[src/rtl/ccr_pkg.sv]
// Shared types, constants and table-building functions for the contrast ratio checker.
`default_nettype none

package ccr_pkg;

  localparam int LIN_W   = 16;                    // linear channel value, Q0.16
  localparam int LUM_W   = 16;                    // relative luminance, Q0.16
  localparam int PROD_W  = 32;                    // weight times linear value
  localparam int NUM_W   = 17;                    // luminance plus offset
  localparam int FRAC_W  = 8;                     // fraction bits of the ratio
  localparam int RATIO_W = 13;                    // Q5.8 ratio
  localparam int DVD_W   = NUM_W + FRAC_W + 1;    // rounded dividend
  localparam int CMP_W   = NUM_W + 4;             // room for 9 * den
  localparam int NUM_CH  = 6;                     // three channels per color, two colors

  localparam logic [LIN_W-1:0]  W_RED      = 16'd13933;
  localparam logic [LIN_W-1:0]  W_GREEN    = 16'd46871;
  localparam logic [LIN_W-1:0]  W_BLUE     = 16'd4732;
  localparam logic [NUM_W-1:0]  LUM_OFFSET = 17'd3277;
  localparam logic [PROD_W+1:0] LUM_ROUND  = 34'd32768;

  localparam int QUEUE_DEPTH = 4;
  localparam int QPTR_W      = 2;

  localparam logic [63:0] Q30_ONE = 64'd1 << 30;

  typedef struct packed {
    logic [NUM_W-1:0] num;
    logic [NUM_W-1:0] den;
    logic             meets_aa;
    logic             meets_aaa;
  } ccr_job_t;

  // Restoring long division, used only while building the table.
  function automatic logic [63:0] udiv64(input logic [63:0] a, input logic [63:0] b);
    logic [63:0] q;
    logic [64:0] r;
    q = '0;
    r = '0;
    for (int i = 63; i >= 0; i--) begin
      r = {r[63:0], a[i]};
      if (r >= {1'b0, b}) begin
        r    = r - {1'b0, b};
        q[i] = 1'b1;
      end
    end
    return q;
  endfunction

  function automatic logic [63:0] q30_mul(input logic [63:0] a, input logic [63:0] b);
    logic [63:0] p;
    p = a * b;
    return p >> 30;
  endfunction

  function automatic logic [63:0] q30_pow5(input logic [63:0] r);
    logic [63:0] r2;
    logic [63:0] r4;
    r2 = q30_mul(r, r);
    r4 = q30_mul(r2, r2);
    return q30_mul(r4, r);
  endfunction

  // sRGB transfer curve of one channel code, Q0.16, saturated.
  function automatic logic [LIN_W-1:0] lin_code(input int unsigned code,
                                               input int unsigned bits);
    logic [63:0] m;
    logic [63:0] x;
    logic [63:0] v;
    logic [63:0] t;
    logic [63:0] s;
    logic [63:0] lo;
    logic [63:0] hi;
    logic [63:0] mid;
    m = (64'd1 << bits) - 64'd1;
    x = 64'(code) & m;
    if (x * 64'd100000 <= 64'd3928 * m) begin
      v = udiv64(64'd6553600 * x + 64'd646 * m, 64'd1292 * m);
    end else begin
      t = udiv64((x * 64'd1000 + 64'd55 * m) << 30, 64'd1055 * m);
      if (t > Q30_ONE) t = Q30_ONE;
      s  = q30_mul(t, t);
      lo = '0;
      hi = Q30_ONE;
      // fifth root of s by bisection
      for (int i = 0; i < 32; i++) begin
        if (lo < hi) begin
          mid = lo + ((hi - lo + 64'd1) >> 1);
          if (q30_pow5(mid) <= s) lo = mid;
          else hi = mid - 64'd1;
        end
      end
      v = (q30_mul(s, lo) + 64'd8192) >> 14;
    end
    if (v > 64'd65535) v = 64'd65535;
    return v[LIN_W-1:0];
  endfunction

endpackage

`default_nettype wire

[src/rtl/ccr_back.sv]
// Back end: pipelined restoring divider for the rounded Q5.8 ratio.
`default_nettype none

module ccr_back (
  input  logic                              clk_i,
  input  logic                              rst_ni,
  input  logic                              job_valid_i,
  output logic                              job_ready_o,
  input  ccr_pkg::ccr_job_t                 job_i,
  output logic                              out_valid_o,
  input  logic                              out_ready_i,
  output logic [ccr_pkg::RATIO_W-1:0]       contrast_ratio_o,
  output logic                              meets_aa_o,
  output logic                              meets_aaa_o
);
  import ccr_pkg::*;

  localparam int STAGES = RATIO_W;

  logic                 adv;
  logic [DVD_W-1:0]     dvd;
  logic [STAGES-1:0]    st_valid_q;
  logic [NUM_W-1:0]     st_rem_q [STAGES];
  logic [NUM_W-1:0]     st_den_q [STAGES];
  logic [RATIO_W-1:0]   st_shf_q [STAGES];
  logic                 st_aa_q  [STAGES];
  logic                 st_aaa_q [STAGES];
  logic [NUM_W-1:0]     in_rem   [STAGES];
  logic [NUM_W-1:0]     in_den   [STAGES];
  logic [RATIO_W-1:0]   in_shf   [STAGES];
  logic                 in_aa    [STAGES];
  logic                 in_aaa   [STAGES];
  logic [NUM_W:0]       trial    [STAGES];
  logic [NUM_W+1:0]     diff     [STAGES];
  logic [NUM_W-1:0]     nxt_rem  [STAGES];
  logic [RATIO_W-1:0]   nxt_shf  [STAGES];

  // Hold every stage while the result register waits on the receiver.
  assign adv         = !st_valid_q[STAGES-1] || out_ready_i;
  assign job_ready_o = adv;

  // num*256 + den/2; the quotient stays below 2^RATIO_W, so the upper half of
  // the dividend is already smaller than den.
  assign dvd = DVD_W'({job_i.num, {FRAC_W{1'b0}}}) + DVD_W'(job_i.den[NUM_W-1:1]);

  always_comb begin
    for (int i = 0; i < STAGES; i++) begin
      if (i == 0) begin
        in_rem[i] = NUM_W'(dvd[DVD_W-1:RATIO_W]);
        in_shf[i] = dvd[RATIO_W-1:0];
        in_den[i] = job_i.den;
        in_aa[i]  = job_i.meets_aa;
        in_aaa[i] = job_i.meets_aaa;
      end else begin
        in_rem[i] = st_rem_q[i-1];
        in_shf[i] = st_shf_q[i-1];
        in_den[i] = st_den_q[i-1];
        in_aa[i]  = st_aa_q[i-1];
        in_aaa[i] = st_aaa_q[i-1];
      end
      trial[i] = {in_rem[i], in_shf[i][RATIO_W-1]};
      diff[i]  = {1'b0, trial[i]} - {2'b00, in_den[i]};
      if (!diff[i][NUM_W+1]) begin
        nxt_rem[i] = diff[i][NUM_W-1:0];
      end else begin
        nxt_rem[i] = trial[i][NUM_W-1:0];
      end
      nxt_shf[i] = {in_shf[i][RATIO_W-2:0], !diff[i][NUM_W+1]};
    end
  end

  always_ff @(posedge clk_i or negedge rst_ni) begin
    if (!rst_ni) begin
      st_valid_q <= '0;
    end else if (adv) begin
      st_valid_q <= {st_valid_q[STAGES-2:0], job_valid_i};
    end
  end

  always_ff @(posedge clk_i) begin
    if (adv) begin
      for (int i = 0; i < STAGES; i++) begin
        st_rem_q[i] <= nxt_rem[i];
        st_shf_q[i] <= nxt_shf[i];
        st_den_q[i] <= in_den[i];
        st_aa_q[i]  <= in_aa[i];
        st_aaa_q[i] <= in_aaa[i];
      end
    end
  end

  assign out_valid_o      = st_valid_q[STAGES-1];
  assign contrast_ratio_o = st_shf_q[STAGES-1];
  assign meets_aa_o       = st_aa_q[STAGES-1];
  assign meets_aaa_o      = st_aaa_q[STAGES-1];

endmodule

`default_nettype wire

[config.mk]
export PLATFORM = sky130hd
export DESIGN_NAME = ccr_back
export DESIGN_NICKNAME = d
export VERILOG_FILES = /design/src/rtl/ccr_pkg.sv /design/src/rtl/ccr_back.sv
export SDC_FILE = /design/constraint.sdc
export NUM_CORES = 1
export LEC_CHECK = 0
export BUFFER_PORTS_ARGS = -buffer_cell sky130_fd_sc_hd__buf_2
export CORE_MARGIN = 2
export CORE_UTILIZATION = 23
export DETAILED_ROUTE_END_ITERATION = 10
export PLACE_DENSITY_LB_ADDON = 0.08
export SLEW_MARGIN = 40
export SYNTH_ARGS = -nofsm -noshare
export SYNTH_HDL_FRONTEND = slang
export SYNTH_SLANG_ARGS = --single-unit
export TNS_END_PERCENT = 10
[constraint.sdc]
create_clock -name clk_i -period 31.3 [get_ports clk_i]
set_input_delay 6.26 -clock clk_i [delete_from_list [all_inputs] [get_ports clk_i]]
set_output_delay 6.26 -clock clk_i [all_outputs]
set_load 0.01 [all_outputs]
# Yosys cells after proc, flatten, opt, wreduce, memory -nomap -nowiden
# Memory sizes are Yosys's and may differ from the RTL's.
# Cells that the tools add are included.
[word_totals]
reg_bits = 13
ram_bits = 637
in_bits = 40
n_memories = 5
[memory_table]
columns = ["name", "words", "width", "read_ports", "rd_clocked_by_memory_dff", "wr", "line_no", "text"]
rows = [
  ["st_den_q", 13, 17, 12, 0, 13, "ccr_back.sv:24", "logic [NUM_W-1:0] st_den_q [STAGES];"],
  ["st_rem_q", 13, 17, 12, 0, 13, "ccr_back.sv:23", "logic [NUM_W-1:0] st_rem_q [STAGES];"],
  ["st_shf_q", 13, 13, 13, 0, 13, "ccr_back.sv:25", "logic [RATIO_W-1:0] st_shf_q [STAGES];"],
  ["st_aa_q", 13, 1, 13, 0, 13, "ccr_back.sv:26", "logic st_aa_q [STAGES];"],
  ["st_aaa_q", 13, 1, 13, 0, 13, "ccr_back.sv:27", "logic st_aaa_q [STAGES];"],
]
[classes]
n_addsub = 14
n_mux = 15
reduce_logical = 15
[ops]
columns = ["operator", "n"]
rows = [
  ["$sub 18x17->19", 12],
  ["$mux 17", 13],
  ["$add 25x16->26", 1],
  ["$sub 14x17->18", 1],
  ["$logic_not 1->1", 14],
  ["$mux 1", 2],
  ["$logic_or 1x1->1", 1],
]

# Depth between registers and ports, before layout
[depth]
word_depth = 4
mapped_depth = 19
ltp_nobuf = 17

# Least setup slack after synthesis
# OpenSTA, ideal clock, no wires.
[synth_path]
path_type = "input -> output"
startpoint = "input out_ready_i"
endpoint = "output job_ready_o"
t_arrival_ns = 21.135
required_time_ns = 25.040
setup_slack_ns = 3.905
path_stages = 2
path_cell_list = "nand2b_1 > buf_1"
[synth_between]
elab_chain_cells = 1
[synth_lines]
columns = ["item", "line_no", "text"]
rows = [
  ["start, declared", "ccr_back.sv:11", "input logic out_ready_i,"],
  ["$logic_or 1x1->1", "ccr_back.sv:39", "assign adv = !st_valid_q[STAGES-1] || out_ready_i;"],
  ["end, declared", "ccr_back.sv:8", "output logic job_ready_o,"],
]
# Every way passes these cells.

# Worst setup path after layout
# Ends and elaborated chain as after synthesis.

==> out/qor.csv <==
metric;value;unit
cp-start-kind;input pin;
seqCellArea;16400;um^2
async_flop_share;0.0237;
grt_pass1_vias;19800;
synth_top_area_frac;0.542;
cts_hold_buf;0;
min_period_over_period;0.420;
synth_top_flop_cell;edfxtp_1;
dpl.hpwl;50400;um
wire_per_inst;15.8;um
yosys.area.top_type;edfxtp_1;
nNetsFinal;2865;
fin_setup_tns;0;ps
holdCritPathClass;flip-flop to flip-flop;
multiInputGateArea;12000;um^2
worst_pin_slew;791;ps
syn_inst;2501;
drt_wl_total;68100;um
max_freq;76.1;MHz
cts_max_level;3;
gp_congestion;0.796;
status;complete, no violations;
clk_latency;640;ps
first_pass_iters;5;
die_w;363;um
post_drt_via_cell_ratio;4.39;
io_buffers;56;
seq_area_frac_synth;0.553;
max_slew_margin;0.466;
yosysUniqueCellTypes;75;
yosysMostFrequentCell;edfxtp_1;
fill_cells;13100;
drtAntennaViolNets;0;
syn-num-nets;2779;
clkTransAtPathRegs;50;ps
synth_common_cells;535 x edfxtp_1, 267 x inv_1, 225 x ha_1;
drt-initial-drc-count;935;
skew;16.5;ps
numCtsBuffers;73;
synthAdderAreaFrac;0.104;
synthesis.area;29600;um^2
clock_sinks;548;
cts_tree;built;
synth_xor_xnor_area_share;0.0458;
syn_avg_cell_area;11.8;um^2
setup_viol_count_final;0;
grt_overflow;0;
required;25040;ps
initial_core_util;0.232;
setup.worst_path.class;input pin to primary output;
synth-seq-cells;548;
coreArea;128000;um^2
diodes;0;
synth.area.top_cells;edfxtp_1 54%, ha_1 9.5%, inv_1 3.4%;
drive_above_1_share;0.0995;
die-area;132000;um^2
cap_violations;0;
rows;131;
grt_max_degree;111;
synth_top_family_by_area;compound AO/OA/AOI/OAI gates;
area_delta_synth_final;15.8;%
drc_errors;0;
yosysWarnings;0;
synth-compound-area-share;0.144;
synthSimpleGateAreaFrac;0.0794;
crit_arrival;6880;ps
grt_antenna_before_repair;1;
postCtsSetupRepairBufs;0;
period_minus_slack;13140;ps
vias;18900;
slew_violations;0;
die_y;363;um
grt_pass1_wl;109000;um
ioPinCount;57;
clockRootBuffer;clkbuf_16;
globalRouteTotalUtil;0.104;
synth.area.mux_share;0.0315;
finalHoldViolations;0;
cts-resized-gates;0;
worstSetupEndpointType;primary output;
crit_fanout;7;
synth_edf_count;535;
cts_buffer_depth;3;
rsz0062_at_grt;no;
## logic make-up (layout without fill, tap and decap cells)
| group | after synthesis | count (layout) |
|---|---|---|
| flops | 548 | 548 |
| simple gates | 490 | 490 |
| xor+xnor | 155 | 155 |
| compound gates | 658 | 658 |
| fa+ha+maj | 238 | 238 |
| buf+inv | 328 | 471 |
| other cells | 1 | 1 |
| mux | 83 | 83 |
## critical path, cell delays in order
cell	delay [ps]
buf_2	100
nand2b_4	280
buf_2	230
## cells in the final DEF, fill, tap and decap left out, types with 26 or more instances in the layout
cell / synthesis / layout
edfxtp_1: 535 / 535
nand2b_1: 48 / 47
clkbuf_16: 0 / 75
nand3_1: 28 / 28
inv_1: 267 / 267
buf_2: 13 / 56
a21o_1: 91 / 91
o21ai_0: 180 / 179
a21oi_1: 159 / 158
mux2_2: 62 / 62
a211oi_1: 26 / 26
nor2_1: 97 / 97
nor2b_1: 38 / 38
xor2_1: 69 / 69
o21a_1: 30 / 30
xnor2_1: 86 / 86
nand2_1: 183 / 183
ha_1: 225 / 225
## metrics by stage
step / cell area (um^2) / hold slack, ps / worst slack, ps / instances / utilization
final: 34300 / 412 / 18160 / 4306 / 0.269
after global routing: 34300 / 412 / 18090 / 4306 / 0.269
after CTS: 34300 / 411 / 18090 / 4306 / 0.269
after detailed placement: 31900 / 405 / 18090 / 4174 / 0.250
after global placement: 31900 / 402 / 18090 / 4172 / 0.250
after floorplan: 29600 / 400 / 3910 / 2501 / -
## area by class of cell
cell class / count / share of cell area
Sequential cell: 548 / 0.478
Tap cell: 1662 / 0.0606
Clock buffer: 88 / 0.0564
Inverter: 267 / 0.0292
Clock inverter: 44 / 0.0123
Multi-Input combinational cell: 1625 / 0.350
Timing Repair Buffer: 72 / 0.0133
## state kept, by name (all words and copies together) (netlist names)
signal and cells:
st_aa_q 13, st_aaa_q 13, st_den_q 137, st_rem_q 204
st_shf_q 168, st_valid_q 13
## routing by layer
layer,vias up,routed length [um],GRT usage
met5,-,0,0
met4,0,2450,0.0415
met3,145,2590,0.0239
met2,275,35000,0.192
met1,9076,28100,0.116
li1,9387,-,-
## worst paths after layout
| kind | cells after the start | endpoint | slack [ps] | start |
|---|---|---|---|---|
| min in group asynchronous | 1 | st_valid_q[0] | 5520 | rst_ni |
| worst min register to register | 0 | st_shf_q[0][67] | 410 | st_shf_q[0][53] |
| worst max register to register | 10 | st_rem_q[1][13] | 27490 | st_den_q[0][51] |
| worst min-delay path | 0 | st_shf_q[0][67] | 410 | st_shf_q[0][53] |
| worst max-delay path | 3 | job_ready_o | 18160 | out_ready_i |
| max in group asynchronous | 1 | st_valid_q[9] | 25540 | rst_ni |
Power is left out: the tool's default activity adds up to more than one toggle a clock period on the data nets, which glitch-free logic cannot reach.
