===== config.mk =====
export PLATFORM = sky130hd
export DESIGN_NAME = ccr_queue
export DESIGN_NICKNAME = d
export VERILOG_FILES = /design/src/rtl/ccr_pkg.sv /design/src/rtl/ccr_queue.sv
export SDC_FILE = /design/constraint.sdc
export NUM_CORES = 1
export LEC_CHECK = 0
export BUFFER_PORTS_ARGS = -buffer_cell sky130_fd_sc_hd__buf_2
export CORE_MARGIN = 4
export CORE_UTILIZATION = 30
export DETAILED_ROUTE_END_ITERATION = 10
export GPL_TIMING_DRIVEN = 0
export PLACE_DENSITY = 0.59
export SLEW_MARGIN = 5
export SYNTH_ARGS = -nofsm -noshare
export SYNTH_HDL_FRONTEND = slang
export SYNTH_SLANG_ARGS = --single-unit

===== constraint.sdc =====
create_clock -name clk_i -period 2.2 [get_ports clk_i]
set_input_delay 0.44 -clock clk_i [delete_from_list [all_inputs] [get_ports clk_i]]
set_output_delay 0.44 -clock clk_i [all_outputs]
set_load 0.05 [all_outputs]

===== src/rtl/ccr_pkg.sv =====
// Shared types, constants and table-building functions for the contrast ratio checker.
`default_nettype none

package ccr_pkg;

  localparam int LIN_W   = 16;                    // linear channel value, Q0.16
  localparam int LUM_W   = 16;                    // relative luminance, Q0.16
  localparam int PROD_W  = 32;                    // weight times linear value
  localparam int NUM_W   = 17;                    // luminance plus offset
  localparam int FRAC_W  = 8;                     // fraction bits of the ratio
  localparam int RATIO_W = 13;                    // Q5.8 ratio
  localparam int DVD_W   = NUM_W + FRAC_W + 1;    // rounded dividend
  localparam int CMP_W   = NUM_W + 4;             // room for 9 * den
  localparam int NUM_CH  = 6;                     // three channels per color, two colors

  localparam logic [LIN_W-1:0]  W_RED      = 16'd13933;
  localparam logic [LIN_W-1:0]  W_GREEN    = 16'd46871;
  localparam logic [LIN_W-1:0]  W_BLUE     = 16'd4732;
  localparam logic [NUM_W-1:0]  LUM_OFFSET = 17'd3277;
  localparam logic [PROD_W+1:0] LUM_ROUND  = 34'd32768;

  localparam int QUEUE_DEPTH = 4;
  localparam int QPTR_W      = 2;

  localparam logic [63:0] Q30_ONE = 64'd1 << 30;

  typedef struct packed {
    logic [NUM_W-1:0] num;
    logic [NUM_W-1:0] den;
    logic             meets_aa;
    logic             meets_aaa;
  } ccr_job_t;

  // Restoring long division, used only while building the table.
  function automatic logic [63:0] udiv64(input logic [63:0] a, input logic [63:0] b);
    logic [63:0] q;
    logic [64:0] r;
    q = '0;
    r = '0;
    for (int i = 63; i >= 0; i--) begin
      r = {r[63:0], a[i]};
      if (r >= {1'b0, b}) begin
        r    = r - {1'b0, b};
        q[i] = 1'b1;
      end
    end
    return q;
  endfunction

  function automatic logic [63:0] q30_mul(input logic [63:0] a, input logic [63:0] b);
    logic [63:0] p;
    p = a * b;
    return p >> 30;
  endfunction

  function automatic logic [63:0] q30_pow5(input logic [63:0] r);
    logic [63:0] r2;
    logic [63:0] r4;
    r2 = q30_mul(r, r);
    r4 = q30_mul(r2, r2);
    return q30_mul(r4, r);
  endfunction

  // sRGB transfer curve of one channel code, Q0.16, saturated.
  function automatic logic [LIN_W-1:0] lin_code(input int unsigned code,
                                               input int unsigned bits);
    logic [63:0] m;
    logic [63:0] x;
    logic [63:0] v;
    logic [63:0] t;
    logic [63:0] s;
    logic [63:0] lo;
    logic [63:0] hi;
    logic [63:0] mid;
    m = (64'd1 << bits) - 64'd1;
    x = 64'(code) & m;
    if (x * 64'd100000 <= 64'd3928 * m) begin
      v = udiv64(64'd6553600 * x + 64'd646 * m, 64'd1292 * m);
    end else begin
      t = udiv64((x * 64'd1000 + 64'd55 * m) << 30, 64'd1055 * m);
      if (t > Q30_ONE) t = Q30_ONE;
      s  = q30_mul(t, t);
      lo = '0;
      hi = Q30_ONE;
      // fifth root of s by bisection
      for (int i = 0; i < 32; i++) begin
        if (lo < hi) begin
          mid = lo + ((hi - lo + 64'd1) >> 1);
          if (q30_pow5(mid) <= s) lo = mid;
          else hi = mid - 64'd1;
        end
      end
      v = (q30_mul(s, lo) + 64'd8192) >> 14;
    end
    if (v > 64'd65535) v = 64'd65535;
    return v[LIN_W-1:0];
  endfunction

endpackage

`default_nettype wire


===== src/rtl/ccr_queue.sv =====
// Short queue that decouples the front pipeline from the divider.
`default_nettype none

module ccr_queue (
  input  logic              clk_i,
  input  logic              rst_ni,
  input  logic              push_valid_i,
  output logic              push_ready_o,
  input  ccr_pkg::ccr_job_t push_i,
  output logic              pop_valid_o,
  input  logic              pop_ready_i,
  output ccr_pkg::ccr_job_t pop_o
);
  import ccr_pkg::*;

  ccr_job_t          mem_q [QUEUE_DEPTH];
  logic [QPTR_W-1:0] wr_ptr_q, rd_ptr_q;
  logic [QPTR_W:0]   count_q;
  logic              push, pop;

  assign push_ready_o = count_q != (QPTR_W+1)'(QUEUE_DEPTH);
  assign pop_valid_o  = count_q != '0;
  assign push         = push_valid_i && push_ready_o;
  assign pop          = pop_valid_o && pop_ready_i;
  assign pop_o        = mem_q[rd_ptr_q];

  always_ff @(posedge clk_i or negedge rst_ni) begin
    if (!rst_ni) begin
      wr_ptr_q <= '0;
      rd_ptr_q <= '0;
      count_q  <= '0;
    end else begin
      if (push) wr_ptr_q <= wr_ptr_q + QPTR_W'(1);
      if (pop)  rd_ptr_q <= rd_ptr_q + QPTR_W'(1);
      if (push && !pop)      count_q <= count_q + (QPTR_W+1)'(1);
      else if (pop && !push) count_q <= count_q - (QPTR_W+1)'(1);
    end
  end

  always_ff @(posedge clk_i) begin
    if (push) mem_q[wr_ptr_q] <= push_i;
  end

endmodule

`default_nettype wire


Yosys cells after proc, flatten, opt, wreduce, memory -nomap -nowiden
Memory sizes are Yosys's and may differ from the RTL's.
Cells that the tools add are included.
{ "word_totals": {"regBits": 7, "ram_bits": 144, "inputBits": 40, "output_inout_bits": 38, "wordCells": 21, "n_memories": 1} }
{ "mem_list": {"columns": ["memory", "depth", "word_bits", "rd", "rd_ports_with_merged_regs", "write_ports", "line", "rtl"], "rows": [
  ["mem_q", 4, 36, 1, 0, 1, "ccr_queue.sv:16", "ccr_job_t mem_q [QUEUE_DEPTH];"]
]} }
{ "classes": {"add_sub_neg": 4, "n_eq_ne": 1, "mux": 4, "n_reduce_logical": 8} }
{ "ops": {"columns": ["operator", "n"], "rows": [
  ["2-to-1 mux 3 bit", 2],
  ["adder 2 x 1 -> 2 bit, second input constant", 2],
  ["logical AND 1 bit", 4],
  ["adder 3 x 1 -> 3 bit, second input constant", 1],
  ["inequality test 3 bit, second input constant", 1],
  ["nonzero test 3 bit", 1],
  ["subtractor 3 x 1 -> 3 bit, second input constant", 1],
  ["zero test 1 bit", 2],
  ["2-to-1 mux 1 bit", 2],
  ["nonzero test 2 bit", 1]
]} }

Depth between registers and ports, before layout
Gate-level depths: netlist of the first run.
{ "logic_depth": {"word_depth": 6, "ltp_mapped": 8, "ltp_nobuf": 8} }

Worst setup path before layout of the first run
No wires, ideal clock.
{ "synth_path": {"path_type": "flip-flop to flip-flop", "startpoint": "register count_q[1]", "endpoint": "register count_q[2]", "setup_time_ps": 79, "t_arrival_ps": 2202, "required_ps": 2121, "path_slack_ps": -81, "stages_incl_launch_ff": 9, "path_buffers": 0, "period_less_slack_ps": 2281, "path_cell_list": "dfrtp_1 -> or3_1 -> nand2_1 -> ha_1 -> inv_1 -> fa_1 -> xor2_1 -> nor2_1 -> xor2_1"} }
{ "synth_via": {"elab_chain_len": 5, "elab_cells_between_ends": 13, "classes_between": "add/sub: 2; eq/ne: 1; mux: 2; reduce/logical: 8"} }
{ "synth_lines": {"columns": ["item", "line", "rtl"], "rows": [
  ["start, declared", "ccr_queue.sv:18", "logic [QPTR_W:0] count_q;"],
  ["start signal, assigned", "ccr_queue.sv:35", "if (push && !pop) count_q <= count_q + (QPTR_W+1)'(1);"],
  ["start signal, assigned", "ccr_queue.sv:36", "else if (pop && !push) count_q <= count_q - (QPTR_W+1)'(1);"],
  ["nonzero test 3 bit *", "ccr_queue.sv:22", "assign pop_valid_o = count_q != '0;"],
  ["via pop_valid_o", "ccr_queue.sv:10", "output logic pop_valid_o,"],
  ["logical AND 1 bit *", "ccr_queue.sv:24", "assign pop = pop_valid_o && pop_ready_i;"],
  ["zero test 1 bit", "ccr_queue.sv:35", null],
  ["logical AND 1 bit", "ccr_queue.sv:35", null],
  ["2-to-1 mux 3 bit / nonzero test 2 bit (equally long branches)", null, null]
]} }
The timed path passes the listed nets; every way through them passes the cells marked *. The select of a mux whose other input is x is not followed.
A chain may end at the register's enable or synchronous reset.

==> flow_metrics.tcl, run 1 <==
set metrics [dict create \
    drtAntennaViolNets 0 \
    fin_ws_ps -77.5 \
    cp-start-kind "register" \
    placed_cells 533 \
    dr_total_vias 2571 \
    crit_type "reg2out" \
    setup_viol 28 \
    fin_crit_sh_pct 104 \
    fin_setup_tns_ps -1240 \
    clk_pin_slew_worst_paths_ps 60 \
    drive_gt1_share_pct 49.4 \
    synth_cell_types 19 \
    core_area_um2 18200 \
    worstMarginPinSlew_ps 486 \
    fin_nets 375 \
    synth_warnings 0 \
    grt_pass1_wl_mm 16.3 \
    die_width_um 145 \
    cts_tree "yes" \
    dp_hpwl_mm 6.71 \
    path_max_fanout 10 \
    r2r_start "count_q[0]" \
    antenna_found_initial 0 \
    fillers 1631 \
    peakVddDrop_uv 907 \
    multiInputGateArea_um2 1050 \
    syn_avg_cell_area_um2 25.2 \
    syn_area_um2 5620 \
    die-area_um2 21000 \
    power_density_nw_per_um2 1620 \
    clock-sinks 151 \
    chipHeight_um 145 \
    r2r_slack_ps 150 \
    cp_data_required_time_ps 1760 \
    status "complete, but fails checks" \
    yosysSeqAreaShare_pct 80.1 \
    insertion_delay_ps 410 \
    grt_max_degree 28 \
    syn_nets 269 \
    crit_end "pop_o[12]" \
    drt-initial-drc-count 99 \
    crit_start "rd_ptr_q[0]" \
    max-slew-margin-rel_pct 67.6 \
    place_ws_ps 103 \
    firstDrtPassIters 4 \
    p_leak_uw 0.00249 \
    gp_congestion 0.691 \
    clk_path_buf_depth 2 \
    rsz0062_at_grt "yes" \
    fin_crit_ps 2280 \
    power_uw 11600 \
    end_kind "output port" \
    pin_count 78 \
    vias_per_cell 4.50 \
    hold_violations 0 \
    cts-root-buf "clkbuf_16" \
    grt_use_total_pct 10.9 \
    areaGrowthSynthToFinish_pct 28.2 \
    drc 0 \
    min_path_type "in2reg" \
    layoutNonFillerInstCount 571 \
    portBuffers 77 \
    drv_slew 0 \
    seq_area_um2 4500 \
    fmax_mhz 439 \
    cts_inserted_buffers 17 \
    cap_violations 0 \
    syn-instance-count 223 \
    rr_worst_depth 8 \
    r2r-end "count_q[2]" \
    htreeDepth 4 \
    initial_utilization_pct 30.9 \
    num_antenna_cells 0 \
    rows 49 \
    skew_ps 8.44 \
    arrival_ps 1840 \
    violations "negative setup slack" \
    wl_per_cell_um 18.6 \
    grt-ovfl-total 0 \
    grt_pass1_vias 2873 \
    synth-seq-cells 151 \
    wl_mm 10.6 \
]
[worst min-delay path by stage]
stage                    start           end  slack, ps  cells after the start
CTS                 push_i[11]  mem_q[2][11]        220                      1
detailed placement      rst_ni    count_q[0]        280                      1
global placement        rst_ni    count_q[2]        280                      1
floorplan               rst_ni    count_q[0]        140                      0
finish              push_i[19]  mem_q[2][19]        240                      1
global route        push_i[20]  mem_q[2][20]        220                      1
[placed cells by master (no fill, tap or decap)]
cell / n
buf_2: 50
buf_8: 1
xor2_1: 2
buf_6: 26
or3_4: 1
buf_12: 8
edfxtp_1: 144
inv_6: 1
mux4_2: 36
fa_1: 1
clkinv_1: 4
a21boi_2: 1
nor2_1: 2
nand3_1: 1
clkbuf_1: 1
dfrtp_2: 2
clkinv_4: 2
dfrtp_1: 5
nand2_2: 1
buf_4: 9
clkinv_2: 2
ha_1: 4
nand2_1: 1
and2_2: 4
dlygate4sd3_1: 1
clkbuf_16: 17
inv_1: 3
ha_2: 1
clkinvlp_4: 3
mux2_2: 2
bufinv_16: 2
xnor2_1: 4
[sequential cells by signal, summed over array words and instances, names as in the netlist]
signal and flops:
count_q 3, wr_ptr_q 2, mem_q 144, rd_ptr_q 2
[layout make-up]
type / count / share of cell area, %
Clock inverter: 14 / 1.86
Clock buffer: 18 / 5.96
Tap cell: 229 / 3.98
Buffer: 8 / 1.46
Sequential cell: 151 / 62.5
Multi-Input combinational cell: 61 / 14.5
Timing Repair Buffer: 87 / 9.59
Inverter: 3 / 0.156
[layer usage]
layer  global-route usage, %  share of wire, %
met3                    4.01               4.7
met5                       0                 0
met4                    4.27               1.7
met1                    13.4                44
met2                    17.5                49
[cells in the mapped netlist, drive strengths merged]
master / n / area, µm²
edfxtp: 144 / 4320
mux4: 36 / 811
buf: 8 / 78.8
dfrtp: 7 / 175
ha: 5 / 62.6
and2: 4 / 25.0
xnor2: 4 / 35.0
inv: 3 / 11.3
mux2: 2 / 22.5
nand2: 2 / 7.51
nor2: 2 / 7.51
xor2: 2 / 17.5
a21boi: 1 / 11.3
fa: 1 / 20.0
nand3: 1 / 5.00
or3: 1 / 6.26
[worst max-delay path: stages, from the launching register on]
cell and delay (ps):
dfrtp_2 420, buf_12 140, buf_12 150, mux4_2 530, buf_6 170
[per-stage QoR]
stage / utilization (%) / cell area (µm²) / hold slack, ps
global route: 39.6 / 7200 / 220
global placement: 34.6 / 6300 / 276
floorplan: - / 5630 / 144
finish: 39.6 / 7200 / 244
detailed placement: 35.1 / 6380 / 282
CTS: 39.4 / 7180 / 222
[power breakdown]
| group | leakage (µW) | internal (µW) | switching, µW |
|---|---|---|---|
| clock | 0.000266 | 1650 | 1110 |
| combinational | 0.000821 | 1910 | 3000 |
| sequential | 0.00140 | 3810 | 158 |
[logic make-up (layout without fill, tap and decap cells)]
family | Yosys count | count (layout) | synth area share, %
AOI/OAI and AO/OA | 1 | 1 | 0.200
xor gates and xnor gates | 6 | 6 | 0.935
adders and majority gates | 6 | 6 | 1.47
buffers and inverters | 11 | 130 | 1.60
DFF | 151 | 151 | 80.1
muxes | 38 | 38 | 14.8
and+or+nand+nor | 10 | 10 | 0.913
[what timing repair did]
action | CTS | global route
buffers inserted | 3 | 2
setup endpoints to repair | 36 | 37
hold buffers | 1 | 0
endpoints found under the hold margin | 7 | 0
resized for setup | 62 | 3
Power figures use the tool's default switching activity.
==> inputs of run 2 (changes only) <==
- RECOVER_POWER: not set -> 100
==> flow_metrics.tcl, run 2 (same netlist as run 1, synthesis figures left out) <==
set metrics [dict create \
    core_area_um2 18200 \
    rows 49 \
    hold_start "push_i[13]" \
    clk_path_buf_depth 2 \
    power_density_nw_per_um2 1630 \
    violations "negative setup slack" \
    chipHeight_um 145 \
    crit_type "reg2out" \
    worstMarginPinSlew_ps 772 \
    skew_ps 8.40 \
    cts_tree "yes" \
    firstDrtPassIters 4 \
    seqPwrFrac_pct 34.3 \
    drv_slew 0 \
    largest_register_ffs 144 \
    layoutNonFillerInstCount 571 \
    final_core_util_pct 39.1 \
    final_cell_area_um2 7130 \
    wl_mm 10.6 \
    placed_area_um2 6380 \
    fin_ws_ps -69.2 \
    fmax_mhz 441 \
    areaGrowthSynthToFinish_pct 26.8 \
    peakVddDrop_uv 892 \
    rsz0062_at_grt "yes" \
    grt_pass1_wl_mm 16.3 \
    netSwitchingFraction_pct 36.7 \
    vias_per_cell 4.49 \
    power.switching_uw 4250 \
    num_antenna_cells 0 \
    drt-initial-drc-count 108 \
    setup_viol 27 \
    p_leak_uw 0.00238 \
    status "complete, but fails checks" \
    pin_count 78 \
    max-slew-margin-rel_pct 48.5 \
    insertion_delay_ps 410 \
    end_kind "output port" \
    fin_crit_sh_pct 103 \
    top_register "mem_q" \
    place_ws_ps 103 \
    min_path_type "in2reg" \
    dp_hpwl_mm 6.71 \
    path_max_fanout 10 \
    r2r_start "count_q[1]" \
    fin_setup_tns_ps -1100 \
    die-area_um2 21000 \
    multiInputGateArea_um2 1030 \
    antenna_found_initial 0 \
    portBuffers 77 \
    fin_crit_ps 2270 \
    grt_use_total_pct 10.9 \
    drtAntennaViolNets 0 \
    die_width_um 145 \
    hold_violations 0 \
    gp_congestion 0.691 \
    drc 0 \
    grt_max_degree 28 \
    cts-root-buf "clkbuf_16" \
    drive_gt1_share_pct 36.5 \
    cp-start-kind "register" \
    cp_data_required_time_ps 1760 \
    fin_nets 375 \
    grt_pass1_vias 2873 \
    wl_per_cell_um 18.6 \
    fillers 1647 \
    layout_commonest_cell "edfxtp_1" \
    initial_utilization_pct 30.9 \
    p_clk_share_pct 23.8 \
    seq_area_um2 4500 \
    final_cell_mix "144 x edfxtp_1, 39 x clkbuf_1, 36 x mux4_2, 26 x buf_6, 17 x clkbuf_16" \
    clock-sinks 151 \
    placed_cells 533 \
    p_int_uw 7330 \
    reg_top3 "mem_q x144, count_q x3" \
    p_comb_share_pct 41.9 \
    arrival_ps 1830 \
    cap_violations 0 \
    crit_start "rd_ptr_q[0]" \
    htreeDepth 4 \
    dr_total_vias 2565 \
    grt-ovfl-total 0 \
    clk_pin_slew_worst_paths_ps 60 \
    cts_inserted_buffers 17 \
]
==> run 2: cell count changes in the layout (fill, tap and decap cells not counted), sizes merged <==
| cell | change |
|---|---|
| buf | -39 |
| clkbuf | +39 |
==> run 2: critical path: stages, from the launching register on <==
cell and delay [ps]:
dfrtp_2 420, buf_12 140, buf_12 150, mux4_2 530, buf_6 170
==> run 2: path summary, 6_finish.rpt <==
kind / end / slack [ps] / cells after the start
max: pop_o[12] / -70 / 4
min: mem_q[1][13] / 290 / 1
min reg2reg: count_q[0] / 500 / 1
max reg2reg: count_q[2] / 70 / 8
min in group asynchronous: count_q[2] / 450 / 2
max in group asynchronous: rd_ptr_q[0] / 1450 / 2
==> run 2: through the flow <==
step	hold WS, ps	power (µW)
3_5_place_dp	282	8420
2_1_floorplan	144	7310
4_1_cts	222	11800
6_report	289	11600
5_1_grt	279	12100
3_3_place_gp	276	8290
==> run 2: layout make-up <==
class | count | area share (%)
Inverter | 3 | 0.158
Clock inverter | 14 | 1.88
Clock buffer | 18 | 6.02
Timing Repair Buffer | 87 | 8.78
Sequential cell | 151 | 63.2
Buffer | 8 | 1.47
Tap cell | 229 | 4.02
Multi-Input combinational cell | 61 | 14.5
==> run 2: timing repair <==
action	CTS	global route
buffers inserted	3	2
resized for setup	62	3
hold buffers	1	0
setup endpoints to repair	36	37
hold endpoints to repair	7	0
==> run 2: power by group through the flow <==
stage | clock (µW) | sequential, µW | combinational (µW)
after global routing | 2970 | 4020 | 5140
after floorplan | 0 | 4000 | 3310
after global placement | 0 | 4040 | 4250
after detailed placement | 0 | 4030 | 4390
final | 2760 | 3970 | 4850
after CTS | 2840 | 3980 | 4990
==> run 2: routing by layer <==
| layer | global-route usage [%] | vias to the layer above | wire length (µm) |
|---|---|---|---|
| li1 | - | 1147 | - |
| met1 | 13.4 | 1341 | 4610 |
| met2 | 17.5 | 62 | 5280 |
| met3 | 4.01 | 15 | 533 |
| met4 | 4.27 | 0 | 185 |
| met5 | 0 | - | 0 |
